<file path="config.mk">
export PLATFORM = sky130hd
export DESIGN_NAME = fftrk_ram
export DESIGN_NICKNAME = d
export VERILOG_FILES = /design/src/rtl/fftrk_ram.sv
export SDC_FILE = /design/constraint.sdc
export NUM_CORES = 1
export LEC_CHECK = 0
export ABC_AREA = 1
export ABC_CLOCK_PERIOD_IN_PS = 1390
export BUFFER_PORTS_ARGS = -buffer_cell sky130_fd_sc_hd__buf_2
export CELL_PAD_IN_SITES_DETAIL_PLACEMENT = 1
export CELL_PAD_IN_SITES_GLOBAL_PLACEMENT = 2
export CORE_MARGIN = 2
export CORE_UTILIZATION = 40
export CTS_CLUSTER_SIZE = 25
export DETAILED_ROUTE_END_ITERATION = 10
export PLACE_DENSITY_LB_ADDON = 0.1
export RECOVER_POWER = 25
export SYNTH_ARGS = -nofsm -noshare
export SYNTH_HDL_FRONTEND = slang
export SYNTH_SLANG_ARGS = --single-unit
</file>
<file path="constraint.sdc">
create_clock -name clk -period 1.39 [get_ports clk]
set_clock_uncertainty 0.05 [all_clocks]
set_input_delay 0.0695 -clock clk [delete_from_list [all_inputs] [get_ports clk]]
set_output_delay 0.0695 -clock clk [all_outputs]
set_load 0.03 [all_outputs]
</file>
<file path="src/rtl/fftrk_ram.sv">
// Generic single-write, single-read synchronous RAM with registered read data.
// Depends on nothing.
module fftrk_ram #(
	parameter int WIDTH = 8,
	parameter int DEPTH = 16
) (
	input  logic                     clk,
	input  logic                     we,
	input  logic [$clog2(DEPTH)-1:0] waddr,
	input  logic [WIDTH-1:0]         wdata,
	input  logic [$clog2(DEPTH)-1:0] raddr,
	output logic [WIDTH-1:0]         rdata
);

	logic [WIDTH-1:0] mem [DEPTH];

	always_ff @(posedge clk) begin
		if (we) begin
			mem[waddr] <= wdata;
		end
		rdata <= mem[raddr];
	end

endmodule

</file>
==> results.yml, run 1 <==
run_status:
  outcome: "completed"
setup_path:
  critPathMaxFanout: 1
  path_buf_inv: 1
  worst_path_largest_cell_delay_ns: 0.40
  path_cells: "buf_2"
  start_kind: "flip-flop"
  worst-endpoint-arrival_ns: 1.05
  path_delay_family: "flip-flops"
  crit_type: "flip-flop to output port"
  critPathRequiredTime_ns: 1.27
  slowest_stage: "dfxtp_1"
  endpoint_kind: "output port"
routing:
  drc: 0
  drt_iter0_drc: 215
  via_per_inst: 4.80
  via_count: 3818
  wl_per_cell_microns: 18.2
  drtPass1Iterations: 4
  totalWireLength_microns: 14400
  antenna_left: 0
synthesis:
  synth.cell_area_sq_mm: 0.00577
  synth_cell_types: 12
  yosysWarnings: 0
  syn_avg_cell_area_sq_um: 10.5
  yosysTopAreaCell: "edfxtp_1"
  synth_top_cell_area_share: 0.667
  seq_area_frac_synth: 0.694
  ys_seq_elements: 136
  syn_inst: 551
  syn_nets: 569
  yosys-top-cells-area: "edfxtp_1 67%, nand2_1 11%, nand3_1 8.4%, inv_1 6.5%, dfxtp_1 2.8%"
min_path:
  hold_path_class: "primary input to flip-flop"
clock_network:
  cts_buffers: 17
  clockBufferDepth: 2
  cts_root_buffer: "clkbuf_16"
  clk_latency_ns: 0.42
  path_clk_slew_ns: 0.06
  cts_tree: "built"
  htreeDepth: 4
  cts.sinks: 136
  cts_resized: 0
grt:
  met1_usage: 0.284
  grt_use_met2: 0.331
  grt_pass1_vias: 3869
  grtUsageMet3: 0.0481
  grt_overflow: 0
  grt_pass1_wl_microns: 22400
  track_usage: 0.208
  antenna_found_initial: 0
  grt_busiest_layer: "met2"
  grt_max_degree: 65
timing:
  fin_crit_ns: 1.17
  min_period_over_period: 0.844
  finalSetupViolations: 0
  slew_viol_final: 0
  fmax_mhz: 852
  rsz0062_at_grt: "false"
  tns_ns: 0
  worst_slew_margin_rel: 0.453
  worst_pin_slew_ns: 0.820
  hold_viol_final: 0
floorplanning:
  initial_core_util: 0.412
  num_rows: 43
  die_area_sq_mm: 0.0154
  die_h_microns: 124
  boundaryPins: 26
  coreArea_sq_mm: 0.0140
  die_w_microns: 124
final_layout:
  final_cells: 795
  n_antenna_cell: 0
  final_nets: 620
  area_growth_pct: 19.5
  utilization: 0.493
  layout-drive-gt1-share: 0.132
power:
  p_per_area_mw_per_mm2: 1460
  power_mw: 10.1
  leakage_nw: 2.99
  max-vdd-ir-drop_mv: 0.947
place:
  place.gp.congestion: 0.793
  io_buffers: 25
  placed_cells: 760
  place_hpwl_microns: 9170
job:
  maxCapViolations: 0
-- synthesized netlist by cell type --
library cell / number
buf_4: 4
buf_6: 6
nand3_1: 97
buf_1: 1
dfxtp_1: 8
nand3b_1: 2
inv_1: 100
edfxtp_1: 128
nand2_1: 173
nor2_1: 17
inv_2: 2
buf_2: 13
-- cells by family (layout without fill, tap and decap cells) --
group	Yosys count	after routing	synth area share
buffers and inverters	126	190	0.0952
flip-flops	136	136	0.694
AND/OR/NAND/NOR	289	289	0.210
-- flip-flops by register name, summed over array words and instances, names as in the netlist --
| name | count |
|---|---|
| rdata | 8 |
| mem | 128 |
-- power breakdown --
part,switching (mW),internal (mW)
clock,1.76,3.06
sequential,0.0331,4.59
combinational,0.453,0.195
-- layout by cell type, fill, tap and decap left out, drive strengths merged --
master | netlist | final
buf | 24 | 48
bufinv | 0 | 4
clkbuf | 0 | 23
clkinv | 0 | 3
clkinvlp | 0 | 3
dfxtp | 8 | 8
dlygate4sd3 | 0 | 3
edfxtp | 128 | 128
inv | 102 | 106
nand2 | 173 | 173
nand3 | 97 | 97
nand3b | 2 | 2
nor2 | 17 | 17
-- through the flow --
step | area (sq um) | hold WS, ns | setup slack [ns]
6_report | 6890 | 0.0936 | 0.217
5_1_grt | 6890 | 0.111 | 0.181
4_1_cts | 6900 | 0.000468 | 0.183
3_5_place_dp | 6240 | 0.446 | 0.152
3_3_place_gp | 6240 | 0.441 | 0.202
2_1_floorplan | 5770 | 0.118 | 0.320
-- worst paths after layout --
check,startpoint,end,slack [ns],cells after the start
worst min-delay path,raddr[3],rdata[7],0.09,4
worst min register to register,mem[11][7],rdata[7],0.63,6
worst max-delay path,rdata[5],rdata[5],0.22,1
worst max register to register,mem[12][0],rdata[0],0.33,6
-- repair_timing --
action                    CTS  global route
setup buffers               0             0
hold buffers                3             0
hold endpoints to repair   39             0
-- area by class of cell --
cell class,instances,area (sq um)
Inverter,102,383
Sequential cell,136,4000
Fill cell,1519,7090
Clock inverter,14,195
Tap cell,180,225
Timing Repair Buffer,56,434
Multi-Input combinational cell,289,1210
Clock buffer,18,439
-- metal layers --
metal	vias up	wire, microns
met4	0	208
met1	1870	6760
met3	15	489
met5	-	0
li1	1873	-
met2	60	6980
(Power assumes the default switching activity.)
==> inputs of run 2 (changes only) <==
Settings changed: ABC_AREA 1 to 0, ABC_CLOCK_PERIOD_IN_PS 1390 to 1100, CORE_UTILIZATION 40 to 48.
Clock period 1.39 ns to 1.1 ns, I/O delays scaled along.
==> run 2 against run 1 <==
The flow now finishes with violations (negative setup slack). Sequential cell count unchanged. Cell count decreased by 43%. Die area decreased by 25%. Via count decreased by 36%. Register-to-register slack got worse by 0.58 ns. Wire length decreased by 30%. Core utilization increased by 13 points. Clock power increased by 7.7%. Largest power group is now registers. Critical path depth increased by 2. Design area decreased by 6.8%. Clock-buffer cell count decreased by 1.
==> results.yml, run 2 <==
setup_path:
  endpoint_kind: "flip-flop"
  critPathRequiredTime_ns: 1.46
  critPathMaxFanout: 1
  r2r_setup_slack_ns: -0.25
  worst-endpoint-arrival_ns: 1.71
  start_kind: "flip-flop"
  reg2reg_depth: 3
  crit_type: "flip-flop to flip-flop"
synthesis:
  yosys-top-cells-area: "edfxtp_1 75%, mux4_2 7.9%, mux4_1 7.1%, dfxtp_1 3.1%, a22oi_1 2.3%"
  ys_top_cells_by_count: "128 x edfxtp_1, 18 x mux4_2, 16 x a22oi_1"
  ys.flop_type: "edfxtp_1"
  synth.cell_area_sq_mm: 0.00515
  ys_seq_elements: 136
  synth_edf_count: 128
  yosysTopAreaCell: "edfxtp_1"
  syn_avg_cell_area_sq_um: 22.5
  syn_inst: 229
  synth_top_cell_area_share: 0.747
  yosysWarnings: 0
  async_reset_ff_frac: 0
  synth.most_common_cell: "edfxtp_1"
  syn_nets: 247
  synth_cell_types: 19
  seq_area_frac_synth: 0.778
job:
  maxCapViolations: 0
power:
  max-vdd-ir-drop_mv: 1.76
  leakage_nw: 2.13
  power_mw: 11.8
  p_per_area_mw_per_mm2: 1840
timing:
  worst_slew_margin_rel: 0.357
  min_period_over_period: 1.23
  worst_pin_slew_ns: 0.962
  finalSetupViolations: 10
  hold_viol_final: 0
  rsz0062_at_grt: "true"
  fin_crit_ns: 1.35
  slew_viol_final: 0
  fin_ws_ns: -0.253
  fmax_mhz: 739
clock_network:
  clockBufferDepth: 2
  clk_latency_ns: 0.52
  cts.sinks: 136
  path_clk_slew_ns: 0.06
  htreeDepth: 4
  cts_root_buffer: "clkbuf_8"
  post-cts-setup-buffers: 0
  cts_buffers: 17
  cts_tree: "built"
place:
  io_buffers: 25
  place.gp.congestion: 0.695
  place_hpwl_microns: 6680
  place_area_sq_mm: 0.00571
floorplanning:
  die_area_sq_mm: 0.0116
  num_rows: 37
  boundaryPins: 26
  die_w_microns: 108
  die_h_microns: 108
  initial_core_util: 0.496
  coreArea_sq_mm: 0.0104
grt:
  grt_pass1_vias: 2699
  grt_pass1_wl_microns: 15800
  grt_overflow: 0
  track_usage: 0.199
  grt_max_degree: 21
  antenna_found_initial: 0
final_layout:
  layout-drive-gt1-share: 0.414
  fillers: 891
  regArea_sq_mm: 0.00401
  area_growth_pct: 24.8
  multiInputGateArea_sq_mm: 0.00110
  final_nets: 319
  largest_reg_flops: 128
  regMostFlops: "mem"
  top_regs: "mem: 128 flops, rdata: 8 flops"
  final_area_sq_mm: 0.00642
  final_common_cell: "edfxtp_1"
  final_cell_mix: "128 x edfxtp_1, 32 x mux4_2, 18 x buf_4, 16 x clkbuf_16, 12 x buf_2"
  n_antenna_cell: 0
run_status:
  outcome: "complete, but fails checks"
  violations: "negative setup slack"
min_path:
  hold_depth: 4
  hold_path_class: "primary input to flip-flop"
routing:
  antenna_left: 0
  via_per_inst: 5.46
  drc: 0
  via_count: 2459
  drtPass1Iterations: 4
  drt_iter0_drc: 199
  wl_per_cell_microns: 22.4
  totalWireLength_microns: 10100
## run 2: logic make-up after synthesis
| kind of cell | after synthesis | share of synthesized area |
|---|---|---|
| muxes | 32 | 0.150 |
| buffers and inverters | 10 | 0.0168 |
| DFF | 136 | 0.778 |
| AOI/OAI and AO/OA | 16 | 0.0233 |
| and+or+nand+nor | 35 | 0.0318 |
## run 2: metal layers
metal / GRT usage / vias up / routed length (microns)
li1: - / 1102 / -
met1: 0.265 / 1277 / 4350
met2: 0.319 / 68 / 5180
met3: 0.0521 / 12 / 420
met4: 0.0742 / 0 / 144
met5: 0 / - / 0
## run 2: final timing paths
check	start	to
max	mem[10][0]	rdata[0]
min	waddr[3]	mem[0][4]
max reg2reg	mem[10][0]	rdata[0]
min reg2reg	mem[7][4]	rdata[4]
## run 2: what timing repair did
item / 4_1_cts / 5_1_grt
hold buffers: 8 / 0
cloned: 0 / 0
setup endpoints to repair: 16 / 16
pin swaps: 0 / 4
gates resized for setup: 29 / 2
hold endpoints to repair: 128 / 0
## run 2: through the flow
stage	TNS [ns]	worst slack, ns	util	hold slack [ns]	std cells
4_1_cts	-1.71	-0.254	0.620	0.0552	450
6_report	-1.54	-0.253	0.619	0.0694	450
5_1_grt	-2.07	-0.274	0.619	0.0665	450
3_5_place_dp	-18.58	-0.445	0.550	0.405	410
3_3_place_gp	-17.85	-0.440	0.550	0.397	410
2_1_floorplan	-1.72	-0.138	-	0.104	229
## run 2: final cells by class
class                           count  area share
Clock buffer                       17      0.0645
Multi-Input combinational cell     83       0.171
Sequential cell                   136       0.625
Tap cell                          136      0.0265
Timing Repair Buffer               63      0.0927
Clock inverter                     15      0.0210
## run 2: power breakdown
part / internal, mW / total [mW] / switching [mW]
logic: 0.356 / 0.762 / 0.407
clock network: 3.17 / 5.19 / 2.02
registers: 5.80 / 5.85 / 0.0436
## run 2: critical path, cell delays in order, from the launching register on
cell,delay (ns)
edfxtp_1,0.40
mux4_2,0.50
a22oi_2,0.22
nand2_1,0.07
